[config.mk]
export PLATFORM = sky130hd
export DESIGN_NAME = rbrm_ram
export DESIGN_NICKNAME = d
export VERILOG_FILES = /design/src/sv/rbrm_pkg.sv /design/src/sv/rbrm_ram.sv
export SDC_FILE = /design/constraint.sdc
export NUM_CORES = 2
export LEC_CHECK = 0
export BUFFER_PORTS_ARGS = -buffer_cell sky130_fd_sc_hd__buf_2
export CAP_MARGIN = 20
export CORE_ASPECT_RATIO = 2
export CORE_UTILIZATION = 52
export CTS_CLUSTER_SIZE = 12
export DETAILED_ROUTE_END_ITERATION = 12
export PLACE_DENSITY = 0.67
export SYNTH_ARGS = -nofsm -noshare
export SYNTH_HDL_FRONTEND = slang
export SYNTH_SLANG_ARGS = --single-unit
export TNS_END_PERCENT = 50
[constraint.sdc]
create_clock -name clock -period 3.6 [get_ports clock]
set_clock_uncertainty 0.05 [all_clocks]
set_input_delay 0.72 -clock clock [delete_from_list [all_inputs] [get_ports clock]]
set_output_delay 0.72 -clock clock [all_outputs]
set_load 0.02 [all_outputs]
[src/sv/rbrm_pkg.sv]
// ----------------------------------------------------------------------------
// rbrm_pkg
// shared types, address windows and defaults of the rom bank / ram mapper
// ----------------------------------------------------------------------------
`default_nettype none

package rbrm_pkg;

   localparam int unsigned DEF_RAM_BYTES      = 512;
   localparam int unsigned DEF_ROM_BANK_BYTES = 16384;

   localparam int unsigned ADDR_W     = 16;
   localparam int unsigned DATA_W     = 8;
   localparam int unsigned BANK_W     = 4;
   localparam int unsigned ROM_ADDR_W = 18;

   // bus address windows
   localparam logic [ADDR_W-1:0] CTRL_ENABLE_HI = 16'h1FFF;
   localparam logic [ADDR_W-1:0] CTRL_BANK_HI   = 16'h3FFF;
   localparam logic [ADDR_W-1:0] ROM_WIN_LO     = 16'h4000;
   localparam logic [ADDR_W-1:0] ROM_WIN_HI     = 16'h7FFF;
   localparam logic [ADDR_W-1:0] SYS_WIN_LO     = 16'h8000;
   localparam logic [ADDR_W-1:0] SYS_WIN_HI     = 16'hBFFF;
   localparam logic [ADDR_W-1:0] RAM_WIN_LO     = 16'hA000;
   localparam logic [ADDR_W-1:0] RAM_WIN_HI     = 16'hA1FF;

   // window is 512 bytes, so its offset needs 9 bits
   localparam int unsigned RAM_OFF_W = 9;
   // rom window is 16 KiB, so its offset needs 14 bits
   localparam int unsigned ROM_OFF_W = 14;

   localparam logic [DATA_W-1:0] RAM_FILL = 8'hFF;

   typedef enum logic {
      CMD_READ  = 1'b0,
      CMD_WRITE = 1'b1
   } cmd_type;

   typedef enum logic [1:0] {
      ROUTE_SYS  = 2'd0,
      ROUTE_ROM  = 2'd1,
      ROUTE_DATA = 2'd2,
      ROUTE_DONE = 2'd3
   } route_type;

   // decoded access, from the decoder to the pipeline
   typedef struct packed {
      route_type             route;
      logic [ROM_ADDR_W-1:0] rom_address;
      logic                  ram_read;
      logic                  ram_write;
      logic                  en_toggle;
      logic                  bank_load;
   } dec_type;

   // stage waiting on the ram read data
   typedef struct packed {
      route_type             route;
      logic [ROM_ADDR_W-1:0] rom_address;
      logic                  ram_read;
      logic                  ram_enable;
   } stage_type;

endpackage

`default_nettype wire

[src/sv/rbrm_ram.sv]
// ----------------------------------------------------------------------------
// rbrm_ram
// save ram, one write and one read port, registered read data
// ----------------------------------------------------------------------------
`default_nettype none

module rbrm_ram import rbrm_pkg::*; #(
   parameter int unsigned RAM_BYTES = DEF_RAM_BYTES
) (
   input  var logic                          clock,
   input  var logic                          wr_en,
   input  var logic [$clog2(RAM_BYTES)-1:0]  wr_addr,
   input  var logic [DATA_W-1:0]             wr_data,
   input  var logic                          rd_en,
   input  var logic [$clog2(RAM_BYTES)-1:0]  rd_addr,
   output logic [DATA_W-1:0]                 rd_data
);

   logic [DATA_W-1:0] mem_ff [RAM_BYTES];
   logic [DATA_W-1:0] rd_data_ff;

   always_ff @(posedge clock) begin
      if (wr_en) begin
         mem_ff[wr_addr] <= wr_data;
      end
   end

   always_ff @(posedge clock) begin
      if (rd_en) begin
         rd_data_ff <= mem_ff[rd_addr];
      end
   end

   assign rd_data = rd_data_ff;

endmodule

`default_nettype wire

# [After elaboration in Yosys (flattened, before gate mapping)]
# Memories as Yosys holds them, arrays and structs flattened. A register that Yosys moved wholly into a read port is not among the register bits.
# Cells that the tools add are included.
[totals] regBits=0 ram_bits=4096 in_bits=29 out_inout_bits=8 n_memories=1
[memory_table] name="mem_ff" words=512 word_bits=8 rd=1 rd_clocked_by_memory_dff=1 write_ports=1 line="rbrm_ram.sv:19" source="logic [DATA_W-1:0] mem_ff [RAM_BYTES];"
[op_classes] muxes=2
[op_table] cell="1-bit 2-to-1 mux" n=2

# [Depth between registers and ports, before layout]
[logic_depth] depth_word=2 ltp_mapped=12 depth_no_buf=7

# [Worst setup path before layout]
# Ideal clock, no wire load.
[synth_timing] path_type="in2reg" from="input port rd_addr[0]" to="register rd_data_ff[0], in the netlist rd_data[0] (read register of mem_ff) (data pin)" setup_ns=0.257 t_arrival_ns=2.574 t_required_ns=3.293 setup_slack_ns=0.719 path_stages=10 cell_sequence="buf_4 buf_12 buf_12 buf_2 mux4_2 o21ai_0 nand3_1 nand4_1 o21ai_0 o2111a_1"
[synth_rtl] element="start, declared" line="rbrm_ram.sv:15" source="input var logic [$clog2(RAM_BYTES)-1:0] rd_addr,"
[synth_rtl] element="end, declared" line="rbrm_ram.sv:20" source="logic [DATA_W-1:0] rd_data_ff;"

==> flow_summary_export.csv <==
group,metric,value,unit
status,status,"finished with violations",
status,violations,"setup timing",
min_path,hold_path_depth,1,
power_and_ir_drop,ir_worst_vdd,0.537,mV
clocking,cts_tree,"yes",
detailed_routing,drt_wl_total,451000,µm
worst_setup_path,path_class,"input pin to flip-flop",
worst_setup_path,rr_startpoint,"mem_ff[282][7]",
min_path,min_path_type,"input pin to flip-flop",
synthesis,yosysMostFrequentCell,"edfxtp_1",
global_route,grtUsageTotal,0.290,
detailed_routing,via_count,84932,
detailed_routing,ant_nets,0,
synthesis,synth_top_cell_area_share,0.770,
sta,clock.fmax,271,MHz
power_and_ir_drop,leakage,59.5,nW
worst_setup_path,cp_slowest_cell,"nor4_4",
clocking,numCtsBuffers,385,
synthesis,synth.distinct_cells,50,
sta,hold_ws,0.152,ns
power_and_ir_drop,power.internal,73.8,mW
sta,drv_slew,0,
sta,final-setup-viol-count,3,
worst_setup_path,reg2reg_slack,0.27,ns
synthesis,yosys-top-cells-count,"edfxtp_1 (4104), mux2i_1 (797), mux4_2 (654), nor2_1 (597), o221ai_1 (371)",
finish,area_growth,14.3,%
worst_setup_path,required,4.34,ns
clocking,worstSkewPairLatency,0.93,ns
synthesis,ys_ff_latch,4104,
power_and_ir_drop,power_frac_clock,0.378,
synthesis,yosys-top-cells-area,"edfxtp_1 (77%), mux4_2 (9.2%), mux2i_1 (5.0%)",
worst_setup_path,cp_slowest_stage_delay,0.56,ns
worst_setup_path,crit_chain,"buf_12 > buf_12 > buf_12 > mux2i_1 > o221ai_1 > o22ai_1 > o21ai_1 > nand4_1 > nor4_4 > o2111a_1",
synthesis,synth_nets,8059,
synthesis,synthesis.area,160000,µm²
floorplanning,fp.dieW,394,µm
synthesis,ys.flop_type,"edfxtp_1",
detailed_routing,viasPerCell,6.47,
floorplanning,ios,37,
global_route,grt_pass1_vias,88088,
worst_setup_path,r2r_cells,9,
placed_design,gp_congestion,0.975,
finish,multiInputGateArea,34100,µm²
floorplanning,die_area,310000,µm²
placed_design,dp_hpwl,303000,µm
global_route,antenna_found_initial,23,
synthesis,synth-edff-count,4104,
sta,post-route-period-util,1.02,
global_route,grt.overflow.total,0,
synthesis,ys_async_sr_fraction,0,
finish,final_util,0.598,
floorplanning,start_util,0.524,
synthesis,seq_area_frac_synth,0.770,
sta,fin_ws,-0.0868,ns
power_and_ir_drop,p_per_area,512,nW/µm²
synthesis,yosysTopAreaCell,"edfxtp_1",
clocking,h-tree-depth,5,
worst_setup_path,crit_top_cell,"buf_12",
clocking,clk_pin_slew_worst_paths,0.06,ns
worst_setup_path,path_max_fanout,27,
worst_setup_path,startpoint_type,"input pin",
finish,register_area,123000,µm²
sta,worst_pin_slew,1.12,ns
placed_design,numPortBuffers,36,
worst_setup_path,r2r-end,"rd_data[7]",
finish,final_nets,9060,
worst_setup_path,cp.arrival,4.43,ns
finish,drive_above_1_share,0.247,
power_and_ir_drop,seqPwrFrac,0.563,
sta,relSlewSlack,0.253,
floorplanning,core,306000,µm²
min_path,hp-start,"wr_data[3]",
worst_setup_path,cp_num_buf_inv,3,
synthesis,yosys_warnings,0,
power_and_ir_drop,switchingPower,19.8,mW
worst_setup_path,crit_family,"compound AO/OA/AOI/OAI gates",
power_and_ir_drop,p_total,93.6,mW
synthesis,netlist_instances,8030,
clocking,clk_path_buf_depth,4,
power_and_ir_drop,swShare,0.212,
floorplanning,fp.dieH,786,µm
power_and_ir_drop,pwr-share-comb,0.059,
detailed_routing,first_pass_iters,6,
floorplanning,rows,287,
placed_design,dp_slack,-1.56,ns
worst_setup_path,worst_setup_path_end_kind,"flip-flop",
clocking,cts_root_buf,"clkbuf_16",
global_route,grt_first_pass_wirelength,638000,µm
run,maxCapViolations,0,
detailed_routing,avgRoutedWirePerCell,34.4,µm
finish,num-fill-cells,21362,
synthesis,avgSynthCellArea,19.9,µm²
sta,period_minus_slack,3.69,ns
detailed_routing,first_iter_violations,9062,
detailed_routing,drc,0,
global_route,grt_max_degree,141,
min_path,min_to,"mem_ff[121][3]",
clocking,clock-sinks,4104,
sta,grt_setup_unrepaired,"false",
sta,hold_violations,0,
flip-flops by register name (all words and copies together), names as in the netlist:
| name | flops |
|---|---|
| mem_ff | 4096 |
| rd_data | 8 |
final cells by class:
type / count / area share
inverters: 3 / 0.000103
repair buffers: 1127 / 0.0569
diodes: 13 / 0.000178
clock buffers: 402 / 0.0537
multi-input cells: 3410 / 0.186
well taps: 4046 / 0.0277
flip-flops and latches: 4104 / 0.674
clock inverters: 16 / 0.000931
timing repair:
action | in CTS | in global routing
endpoints found under the hold margin | 0 | 0
hold buffers | 0 | 0
setup endpoints to repair | 3 | 3
gates cloned | 0 | 0
setup buffers | 0 | 0
pin swaps | 0 | 0
gates resized for setup | 6 | 3
cells by family after synthesis:
family	share of synthesized area
flip-flops	0.770
multiplexers	0.142
AND/OR/NAND/NOR	0.0263
AO/OA/AOI/OAI	0.0431
buffers and inverters	0.0185
per-layer routing:
| layer | up-vias | share of wire | track usage |
|---|---|---|---|
| li1 | 35118 | - | - |
| met1 | 44358 | 0.32 | 0.312 |
| met2 | 4201 | 0.53 | 0.520 |
| met3 | 1237 | 0.067 | 0.0432 |
| met4 | 18 | 0.084 | 0.210 |
| met5 | - | 0.00025 | 0 |
cells in the final DEF (no fill, tap or decap), types with 61 or more instances in the layout:
master / n
edfxtp_1: 4104
buf_4: 933
mux2i_1: 797
mux4_2: 654
nor2_1: 596
clkbuf_16: 391
o221ai_1: 370
a21oi_1: 194
o22ai_1: 163
buf_12: 154
o21ai_0: 113
nor3_1: 108
nand2_1: 96
a22oi_1: 61
through the flow:
stage	TNS (ns)	cell area [µm²]	std cells
CTS	0	183000	13106
floorplan	0	160000	8030
finish	-0.138	183000	13121
detailed placement	-11.00	173000	12688
global placement	-12.51	173000	12682
global route	0	183000	13109
power groups by stage:
stage	registers, mW	logic [mW]	clock network [mW]
floorplan	53.7	2.50	0
global placement	53.7	5.39	0
detailed placement	53.7	5.49	0
CTS	52.7	5.51	35.6
global route	52.7	5.70	37.1
finish	52.7	5.55	35.3
worst max-delay path by stage:
stage | slack, ns | endpoint | from | cells past startpoint
final | -0.09 | rd_data[4] | rd_addr[0] | 10
after global routing | 0.02 | rd_data[7] | rd_addr[0] | 12
after CTS | 0.04 | rd_data[7] | rd_addr[0] | 10
after detailed placement | -1.56 | rd_data[5] | rd_addr[0] | 10
after global placement | -2.26 | rd_data[2] | rd_addr[0] | 10
after floorplan | 0.72 | rd_data[0] | rd_addr[0] | 10
Note: power is estimated with default switching activity, not from simulation.
