## config.mk

```make
export PLATFORM = sky130hd
export DESIGN_NAME = rbrm_decode
export DESIGN_NICKNAME = d
export VERILOG_FILES = /design/src/sv/rbrm_pkg.sv /design/src/sv/rbrm_decode.sv
export SDC_FILE = /design/constraint.sdc
export NUM_CORES = 1
export LEC_CHECK = 0
export BUFFER_PORTS_ARGS = -buffer_cell sky130_fd_sc_hd__buf_4
export CORE_AREA = 2 2 39 41
export DETAILED_ROUTE_END_ITERATION = 16
export DIE_AREA = 0 0 41 43
export GPL_TIMING_DRIVEN = 0
export PLACE_DENSITY = 0.72
export SLEW_MARGIN = 20
export SYNTH_ARGS = -nofsm -noshare
export SYNTH_HDL_FRONTEND = slang
export SYNTH_SLANG_ARGS = --single-unit
export TNS_END_PERCENT = 20
```

## constraint.sdc

```tcl
create_clock -name vclk -period 0.8
set_input_delay 0.04 -clock vclk [all_inputs]
set_output_delay 0.04 -clock vclk [all_outputs]
set_load 0.01 [all_outputs]
```

## src/sv/rbrm_pkg.sv

```systemverilog
// ----------------------------------------------------------------------------
// rbrm_pkg
// shared types, address windows and defaults of the rom bank / ram mapper
// ----------------------------------------------------------------------------
`default_nettype none

package rbrm_pkg;

   localparam int unsigned DEF_RAM_BYTES      = 512;
   localparam int unsigned DEF_ROM_BANK_BYTES = 16384;

   localparam int unsigned ADDR_W     = 16;
   localparam int unsigned DATA_W     = 8;
   localparam int unsigned BANK_W     = 4;
   localparam int unsigned ROM_ADDR_W = 18;

   // bus address windows
   localparam logic [ADDR_W-1:0] CTRL_ENABLE_HI = 16'h1FFF;
   localparam logic [ADDR_W-1:0] CTRL_BANK_HI   = 16'h3FFF;
   localparam logic [ADDR_W-1:0] ROM_WIN_LO     = 16'h4000;
   localparam logic [ADDR_W-1:0] ROM_WIN_HI     = 16'h7FFF;
   localparam logic [ADDR_W-1:0] SYS_WIN_LO     = 16'h8000;
   localparam logic [ADDR_W-1:0] SYS_WIN_HI     = 16'hBFFF;
   localparam logic [ADDR_W-1:0] RAM_WIN_LO     = 16'hA000;
   localparam logic [ADDR_W-1:0] RAM_WIN_HI     = 16'hA1FF;

   // window is 512 bytes, so its offset needs 9 bits
   localparam int unsigned RAM_OFF_W = 9;
   // rom window is 16 KiB, so its offset needs 14 bits
   localparam int unsigned ROM_OFF_W = 14;

   localparam logic [DATA_W-1:0] RAM_FILL = 8'hFF;

   typedef enum logic {
      CMD_READ  = 1'b0,
      CMD_WRITE = 1'b1
   } cmd_type;

   typedef enum logic [1:0] {
      ROUTE_SYS  = 2'd0,
      ROUTE_ROM  = 2'd1,
      ROUTE_DATA = 2'd2,
      ROUTE_DONE = 2'd3
   } route_type;

   // decoded access, from the decoder to the pipeline
   typedef struct packed {
      route_type             route;
      logic [ROM_ADDR_W-1:0] rom_address;
      logic                  ram_read;
      logic                  ram_write;
      logic                  en_toggle;
      logic                  bank_load;
   } dec_type;

   // stage waiting on the ram read data
   typedef struct packed {
      route_type             route;
      logic [ROM_ADDR_W-1:0] rom_address;
      logic                  ram_read;
      logic                  ram_enable;
   } stage_type;

endpackage

`default_nettype wire

```

## src/sv/rbrm_decode.sv

```systemverilog
// ----------------------------------------------------------------------------
// rbrm_decode
// address decode of one bus access: route, banked rom address, ram index
// ----------------------------------------------------------------------------
`default_nettype none

module rbrm_decode import rbrm_pkg::*; #(
   parameter int unsigned RAM_BYTES      = DEF_RAM_BYTES,
   parameter int unsigned ROM_BANK_BYTES = DEF_ROM_BANK_BYTES
) (
   input  var cmd_type                      command,
   input  var logic [ADDR_W-1:0]            address,
   input  var logic [BANK_W-1:0]            rom_bank,
   output dec_type                          dec,
   output logic [$clog2(RAM_BYTES)-1:0]     ram_index
);

   localparam int unsigned RAM_AW = $clog2(RAM_BYTES);

   logic [RAM_OFF_W-1:0]  ram_rem;
   logic [ROM_OFF_W-1:0]  rom_rem;
   logic                  in_rom;
   logic                  in_ram;
   logic                  in_sys;

   assign in_rom = (address >= ROM_WIN_LO) && (address <= ROM_WIN_HI);
   assign in_ram = (address >= RAM_WIN_LO) && (address <= RAM_WIN_HI);
   assign in_sys = (address >= SYS_WIN_LO) && (address <= SYS_WIN_HI);

   // offset modulo the ram size, restoring subtract of shifted multiples
   always_comb begin
      ram_rem = address[RAM_OFF_W-1:0];
      for (int k = 4; k >= 0; k--) begin
         if ({{(32-RAM_OFF_W){1'b0}}, ram_rem} >= (RAM_BYTES << k)) begin
            ram_rem = ram_rem - RAM_OFF_W'(RAM_BYTES << k);
         end
      end
   end

   assign ram_index = RAM_AW'(ram_rem);

   // offset modulo the bank size, same scheme
   always_comb begin
      rom_rem = address[ROM_OFF_W-1:0];
      for (int k = 3; k >= 0; k--) begin
         if ({{(32-ROM_OFF_W){1'b0}}, rom_rem} >= (ROM_BANK_BYTES << k)) begin
            rom_rem = rom_rem - ROM_OFF_W'(ROM_BANK_BYTES << k);
         end
      end
   end

   always_comb begin
      dec             = '0;
      dec.route       = ROUTE_SYS;
      if (command == CMD_READ) begin
         priority if (in_rom) begin
            dec.route       = ROUTE_ROM;
            dec.rom_address = ({{(ROM_ADDR_W-BANK_W){1'b0}}, rom_bank}
                               * ROM_ADDR_W'(ROM_BANK_BYTES))
                              + ROM_ADDR_W'(rom_rem);
         end else if (in_ram) begin
            dec.route    = ROUTE_DATA;
            dec.ram_read = 1'b1;
         end else begin
            dec.route = ROUTE_SYS;
         end
      end else begin
         priority if (address <= CTRL_ENABLE_HI) begin
            dec.en_toggle = ~address[8];
            dec.route     = ROUTE_DONE;
         end else if (address <= CTRL_BANK_HI) begin
            dec.bank_load = address[8];
            dec.route     = ROUTE_DONE;
         end else if (in_ram) begin
            dec.ram_write = 1'b1;
            dec.route     = ROUTE_DONE;
         end else if (in_sys) begin
            dec.route = ROUTE_SYS;
         end else begin
            dec.route = ROUTE_DONE;
         end
      end
   end

endmodule

`default_nettype wire

```

# After elaboration in Yosys (flattened, before gate mapping)
# Cells that the tools add are included.
[totals]
inputBits = 21
regBits = 0
elab_cells = 30
output_inout_bits = 33
[classes]
n_reduce_logical = 3
bitwise = 1
add_sub_neg = 1
mux = 17
order_cmp = 8
[op_table]
columns = ["cell", "count"]
rows = [
  ["$ge A16 B16 Y1 const B", 2],
  ["$le A16 B16 Y1 const B", 2],
  ["$mux W19", 1],
  ["$add A18 B14 Y18", 1],
  ["$mux W18", 1],
  ["$ge A16 B15 Y1 const B", 1],
  ["$le A16 B13 Y1 const B", 1],
  ["$le A16 B14 Y1 const B", 1],
  ["$le A16 B15 Y1 const B", 1],
  ["$mux W2", 7],
  ["$mux W1", 7],
  ["$logic_and A1 B1 Y1", 3],
  ["$mux W3", 1],
  ["$not A1 Y1", 1],
]

# Longest topological paths before layout
# Gate-level depths: netlist (run 1).
[logic_depth]
ltp_word = 7
depth_mapped = 3
depth_no_buf = 3

# Worst setup path after synthesis (run 1)
# Ideal clock, no wire load.
[synth_path]
path_type = "input to output"
startpoint = "input port address[9]"
endpoint = "output port dec[22] (netlist name)"
stages = 3
arrival_ps = 751
slack_ps = 9
path_cell_list = "nor3_1 nand3b_1 a221oi_1"
[synth_rtl]
columns = ["item", "line_no", "rtl"]
rows = [
  ["from (decl)", "rbrm_decode.sv:12", "input var logic [ADDR_W-1:0] address,"],
  ["to (decl)", "rbrm_decode.sv:14", "output dec_type dec,"],
]

==> metrics.txt, run 1 <==
maxcap violations=0; largest family of logic cells by synthesized area=simple AND/OR/NAND/NOR gates; syn nets=64; Startpoint Class=primary input; area delta synth->final=174%; Synth warnings=0; CP top delay family=simple AND/OR/NAND/NOR gates; Hold Path Depth=3; Leak=0.441 nW; CP max stage delay=0.22 ns; routability-driven placement congestion ratio=0.608; Die W=41 um; DP HPWL=963 um; final setup violation count=2; Starting Density=21.3%; total die area=1760 um^2; via/cell ratio=4.12; area leader, netlist=and2_1; XOR/XNOR share of the synthesized area=0%; vias post-DR=474; Synth top cells by count=and2_1 (18), buf_4 (9), nor2_1 (4); Routed WL=1120 um; Final Cell Area=810 um^2; CLK BUF=0; Synth Area in Adders=0%; sequential cell area fraction in the yosys report=0%; Routed Antenna Nets=0; top cell type's share of synthesized area=38.1%; Hold Path Origin=address[0]; Final #Nets=122; ant diodes=0; status=finished, violations left; RSZ-0062 raised after global routing=yes; Multi-input gate area=245 um^2; vias in the first global route=411; Final Hold Viols=0; Cell Area, Placed=721 um^2; initial drt markers=0; DP Cell Count=113; Cell Pwr Density=422 nW/um^2; Sequential cell area=0 um^2; CP endpoint kind=primary output; Post-Synth Simple-Gate Area=67.4%; Site Rows=14; PortBufs=54; Slew HR=87.5%; Total Power=0.342 mW; seq_cells=0; DRC Markers=0; setup ws final=-0.0491 ns; layout cells sized above 1=78.8%; pin count of the biggest net entering global routing=11; drt wl/cell=9.73 um; height of the die=43 um; Worst path slowest cell=a221oi_2; GRT Util Overall=12.3%; WHS Endpoint=ram_index[0]; CP Cell Sequence=buf_6 > nor3_4 > nand3b_1 > a221oi_2 > buf_4; most area-consuming cells after synthesis=and2_1 (38%), buf_4 (23%), nor3b_4 (6.4%); final non-filler cell total=115; Synth Instances=43; most common cell in the netlist=and2_1; mux contribution to synthesized area=0%; CP required=0.76 ns; Worst VDD drop=0.168 mV; io pins=54; Post-Syn Area per Cell=6.87 um^2; fin. max-slew vios=0; post-synthesis compound-gate area fraction=4.66%; GRT Residual Overflow=0; initial antenna violation count=0; worst path arrival time=0.81 ns; first-pass GRT wire length=1610 um; first drt pass iteration count=1; failing checks=negative setup slack; synth unique cells=15; Fillers=144; Final period util=106%; worst hold path type=in -> out; critical path fanouts, max=2; CORE AREA=1380 um^2; Post-Syn Area=295 um^2; achievable clock frequency=1.18 GHz; CP Class=in -> out; Worst-Margin Slew=0.188 ns; hold slack=0.347 ns; minimum clock period=0.849 ns; Buf/Inv on CP=2
## tightest hold or removal path, stage by stage
cell,delay (ns)
buf_4,0.08
buf_4,0.08
buf_4,0.10
## metal layers
metal  vias to the layer above  global-route usage [%]  part of all wire [%]
met3                         0                    2.09                    18
li1                        241                       -                     -
met4                         0                    1.33                     0
met1                       197                    12.1                    29
met2                        36                    24.7                    53
met5                         -                       0                     0
## metrics by stage
stage	TNS, ns	util (%)	setup slack [ns]
finish	-0.0561	58.5	-0.0491
global route	-1.08	58.5	-0.0976
CTS	-0.518	54.9	-0.0620
detailed placement	-2.81	52.1	-0.224
global placement	-2.57	52.1	-0.234
floorplan	0	-	0.00860
## worst max path at each step
stage,start,end,cells past startpoint
floorplan,address[9],dec[22],3
global placement,address[9],dec[22],5
detailed placement,address[9],dec[22],5
CTS,address[10],dec[22],5
global route,address[10],dec[22],5
finish,address[10],dec[22],5
## layout by cell type, fill, tap and decap left out, drive strengths merged
master / n
buf: 66
and2: 18
nor2: 4
nor3: 2
nor2b: 1
nand4b: 1
nor3b: 1
inv: 1
nand3b: 1
a221oi: 1
or3: 1
nand2: 1
o21ai: 1
## cells by family after synthesis
family,Yosys count
AOI/OAI and AO/OA,2
and+or+nand+nor,30
buffers and inverters,11
## where the power goes
part	switching (mW)	leakage, nW	total (mW)	internal (mW)
clock network	0	0	0	0
logic	0.123	0.441	0.342	0.219
registers	0	0	0	0
## repair_timing
action | 4_1_cts | 5_1_grt
buffers inserted | 1 | 1
pin swaps | 6 | 3
setup endpoints to repair | 24 | 24
resized for setup | 7 | 13
hold buffers | 0 | 0
## cell type report
type	count	area share, %
well taps	16	2.47
inverters	1	0.464
plain buffers	10	9.74
repair buffers	56	57.0
multi-input cells	32	30.3
(Power assumes the default switching activity.)
==> inputs of run 2 (changes only) <==
==> constraint.sdc (replaced) <==
create_clock -name vclk -period 0.8
set_input_delay 0 -clock vclk [all_inputs]
set_output_delay 0 -clock vclk [all_outputs]
set_load 0.01 [all_outputs]
==> run 2 against run 1 <==
The run now ends clean. Power decreased by 4.9%. Critical path depth unchanged. First-iteration DRC count increased by 2. Die area unchanged. Global-route usage decreased by 0.30 points. Wire length decreased by 1.4%. Worst hold slack got worse by 0.080 ns. Clock-buffer cell count unchanged.
==> metrics.txt, run 2 (synthesized netlist as in run 1, its figures left out) <==
routability-driven placement congestion ratio=0.608 (unchanged); Worst-Margin Slew=0.187 ns (-0.000873 ns); height of the die=43 um (unchanged); vias in the first global route=417 (+1.5%); Clk pwr share=0% (unchanged); first drt pass iteration count=2 (+1); Sequential cell area=0 um^2 (unchanged); achievable clock frequency=1.31 GHz (+11%); fin. max-slew vios=0 (unchanged); Final period util=95.6% (-10 points); Slew HR=87.5% (about the same); Final Cell Area=772 um^2 (-4.6%); worst path arrival time=0.77 ns (-0.04 ns); CLK BUF=0 (unchanged); vias post-DR=472 (-0.42%); minimum clock period=0.765 ns (-0.0839 ns); Final Hold Viols=0 (unchanged); CORE AREA=1380 um^2 (unchanged); Routed WL=1100 um (-1.4%); Startpoint Class=primary input; total internal power=0.205 mW (-6.3%); drt wl/cell=9.68 um (-0.57%); commonest non-fill, non-tap cell in the layout=buf_4; Leak=0.427 nW (-3.3%); CP Class=in -> out; critical path fanouts, max=2 (unchanged); first-pass GRT wire length=1570 um (-2.5%); final setup violation count=0 (-2); setup ws final=0.0348 ns (+0.0839 ns); Routed Antenna Nets=0 (unchanged); layout cells sized above 1=75.5% (-3.3 points); maxcap violations=0 (unchanged); Setup TNS=0 ns (+0.0561 ns); Cell Pwr Density=421 nW/um^2 (-0.32%); CP required=0.80 ns (+0.04 ns); status=completed; pin count of the biggest net entering global routing=11 (unchanged); total die area=1760 um^2 (unchanged); Net Switching=0.120 mW (-2.6%); CP endpoint kind=primary output; GRT Residual Overflow=0 (unchanged); worst hold path type=in -> out; Hold Path Origin=address[8]; GRT Util Overall=12.0% (-0.30 points); ant diodes=0 (unchanged); Die W=41 um (unchanged); PortBufs=54 (unchanged); initial drt markers=2 (+2); Comb pwr share=100.0% (about the same); Cell Area, Placed=721 um^2 (unchanged); area delta synth->final=161%; seq_cells=0 (unchanged); Site Rows=14 (unchanged); Final #Nets=121 (-0.82%); initial antenna violation count=0 (unchanged); DRC Markers=0 (unchanged); RSZ-0062 raised after global routing=yes; fin util=55.8% (-2.7 points); switch share=36.9% (+0.90 points); Worst VDD drop=0.164 mV (-2.3%); DP HPWL=963 um (unchanged); crit path capture=dec[22]; Sequential Power Share=0% (unchanged); Worst setup startpoint=address[10]; io pins=54 (unchanged); Starting Density=21.3% (unchanged); Total Power=0.325 mW (-4.9%); via/cell ratio=4.14 (+0.45%); pre-CTS setup slack=-0.144 ns (+0.0800 ns); most frequent cells in the layout=buf_4 (59), and2_1 (16), buf_6 (6)
==> run 2: area by class of cell <==
class | count | area (um^2)
fill | 143 | 612
timing repair buffer | 55 | 432
multi-input combinational | 32 | 238
buffer | 10 | 78.8
tap | 16 | 20.0
inverter | 1 | 3.75
==> run 2: repair_timing <==
| item | CTS | global route |
|---|---|---|
| pin swaps | 1 | 5 |
| hold endpoints to repair | 0 | 0 |
| setup endpoints to repair | 13 | 14 |
| hold buffers | 0 | 0 |
| gates resized for setup | 3 | 8 |
| buffers inserted | 1 | 0 |
==> run 2: through the flow <==
step / hold WS [ns] / instances
6_report: 0.267 / 114
5_1_grt: 0.278 / 114
4_1_cts: 0.269 / 114
3_5_place_dp: 0.269 / 113
3_3_place_gp: 0.267 / 113
2_1_floorplan: 0.0332 / 43
==> run 2: routing by layer <==
layer,up-vias,share of wire (%),GRT usage (%)
li1,239,-,-
met1,197,29,10.8
met2,36,53,25.0
met3,0,18,2.09
met4,0,0,1.33
met5,-,0,0
==> run 2: worst min-delay path by stage <==
stage / end / cells after the start
floorplan: dec[1] / 1
global placement: ram_index[0] / 3
detailed placement: ram_index[0] / 3
CTS: ram_index[0] / 3
global route: dec[1] / 3
finish: dec[1] / 3
==> run 2: critical path, cell delays in order <==
cell	delay, ns
buf_6	0.10
nor3_4	0.18
nand3b_1	0.11
a221oi_2	0.22
buf_4	0.16
==> run 2: power groups by stage <==
stage	Combinational, mW	Sequential [mW]	Clock [mW]
after floorplan	0.116	0	0
after global placement	0.301	0	0
after detailed placement	0.306	0	0
after CTS	0.319	0	0
after global routing	0.353	0	0
final	0.325	0	0
==> inputs of run 3 (changes only) <==
--- a/config.mk
+++ b/config.mk
@@ -6,11 +6,12 @@
 export NUM_CORES = 1
 export LEC_CHECK = 0
 export BUFFER_PORTS_ARGS = -buffer_cell sky130_fd_sc_hd__buf_4
-export CORE_AREA = 2 2 39 41
+export CELL_PAD_IN_SITES_DETAIL_PLACEMENT = 1
+export CELL_PAD_IN_SITES_GLOBAL_PLACEMENT = 1
+export CORE_UTILIZATION = 15
 export DETAILED_ROUTE_END_ITERATION = 16
-export DIE_AREA = 0 0 41 43
 export GPL_TIMING_DRIVEN = 0
-export PLACE_DENSITY = 0.72
+export PLACE_DENSITY = 0.85
 export SLEW_MARGIN = 20
 export SYNTH_ARGS = -nofsm -noshare
 export SYNTH_HDL_FRONTEND = slang
==> run 3 against run 2 <==
Clock-buffer cell count stayed put. Die area grew 22%. Core utilization fell by 12 points. Largest power group unchanged. Via count is 3.6% higher. Critical path type unchanged. The run now ends with negative setup slack left. Largest cell class unchanged.
==> metrics.txt, run 3 (synthesized netlist as in run 1, its figures left out) <==
status=finished, violations left; failing checks=negative setup slack; drt wl/cell=10.4 um (+7.4%); Routed WL=1290 um (+17%); Final #Nets=122 (+0.83%); CLK BUF=0 (unchanged); vias in the first global route=475 (+14%); Final Hold Viols=0 (unchanged); Die W=46.4 um (+13%); layout cells sized above 1=75.8% (+0.25 points); Final Cell Area=787 um^2 (+1.9%); maxcap violations=0 (unchanged); first drt pass iteration count=2 (unchanged); pin count of the biggest net entering global routing=11 (unchanged); commonest non-fill, non-tap cell in the layout=buf_4; Leak=0.430 nW (+0.76%); final setup violation count=1 (+1); Fillers=240 (+68%); GRT Util Overall=11.9% (-0.13 points); via/cell ratio=3.94 (-4.8%); fin. max-slew vios=0 (unchanged); initial drt markers=2 (unchanged); final non-filler cell total=124 (+8.8%); hold slack=0.268 ns (+0.000758 ns); seq_cells=0 (unchanged); initial antenna violation count=0 (unchanged); critical path fanouts, max=2 (unchanged); total die area=2150 um^2 (+22%); DP Cell Count=122 (+8.0%); CP Class=in -> out; pre-CTS setup slack=-0.183 ns (-0.0388 ns); Cell Area, Placed=732 um^2 (+1.6%); achievable clock frequency=1.23 GHz (-6.0%); CP required=0.80 ns (about the same); RSZ-0062 raised after global routing=yes; Starting Density=16.6% (-4.8 points); routability-driven placement congestion ratio=0.674 (+11%); io pins=54 (unchanged); PortBufs=54 (unchanged); Buf/Inv on CP=2 (unchanged); worst path arrival time=0.81 ns (+0.04 ns); Startpoint Class=primary input; vias post-DR=489 (+3.6%); Worst VDD drop=0.166 mV (+1.4%); GRT Residual Overflow=0 (unchanged); DRC Markers=0 (unchanged); Setup TNS=-0.0144 ns (-0.0144 ns); CP top delay family=simple AND/OR/NAND/NOR gates; CORE AREA=1780 um^2 (+29%); Worst-Margin Slew=0.215 ns (+0.0281 ns); Cell Pwr Density=421 nW/um^2 (about the same); CP max stage delay=0.26 ns (+0.04 ns); worst hold path type=in -> out; Routed Antenna Nets=0 (unchanged); Slew HR=85.6% (-1.9 points); Total Power=0.331 mW (+1.9%); minimum clock period=0.814 ns (+0.0492 ns); DP HPWL=1140 um (+19%); CP endpoint kind=primary output; first-pass GRT wire length=1920 um (+22%); Worst path slowest cell=a221oi_2; Sequential cell area=0 um^2 (unchanged); most frequent cells in the layout=buf_4 (61), and2_1 (17), buf_6 (5); fin util=44.1% (-12 points); area delta synth->final=167%; setup ws final=-0.0144 ns (-0.0492 ns); height of the die=46.4 um (+7.8%); ant diodes=0 (unchanged); Final period util=102% (+6.2 points); Site Rows=15 (+1); CP Cell Sequence=buf_6 > nor3_4 > nand3b_1 > a221oi_2 > buf_4
run 3: cell types whose count changed in the layout (fill, tap and decap cells not counted):
cell / delta
and2_1: +1
and2_4: -1
buf_4: +2
buf_6: -1
nor2_1: -1
nor2_2: +1
run 3: final timing paths:
check / depth (start not counted) / endpoint / start / slack, ns
setup / recovery: 5 / dec[22] / address[10] / -0.01
hold / removal: 3 / ram_index[4] / address[4] / 0.27
run 3: final cells by class:
cell class / instances / area, um^2 / area share [%]
Timing Repair Buffer: 56 / 435 / 55.3
Multi-Input combinational cell: 32 / 238 / 30.2
Buffer: 10 / 78.8 / 10.0
Tap cell: 25 / 31.3 / 3.97
Inverter: 1 / 3.75 / 0.477
run 3: timing repair:
action	CTS	global route
pin swaps	2	5
setup endpoints to repair	15	24
setup buffers	2	0
gates cloned	0	0
resized for setup	3	7
hold buffers	0	0
run 3: power breakdown:
group / total (mW) / switching [mW] / leakage, nW / internal [mW]
Clock: 0 / 0 / 0 / 0
Sequential: 0 / 0 / 0 / 0
Combinational: 0.331 / 0.125 / 0.430 / 0.206
run 3: routing by layer:
metal,track usage (%),wire (um),up-vias
met5,0,0,-
met1,11.5,414,216
met4,0,0,0
met2,27.2,748,30
met3,0.392,125,0
li1,-,-,243
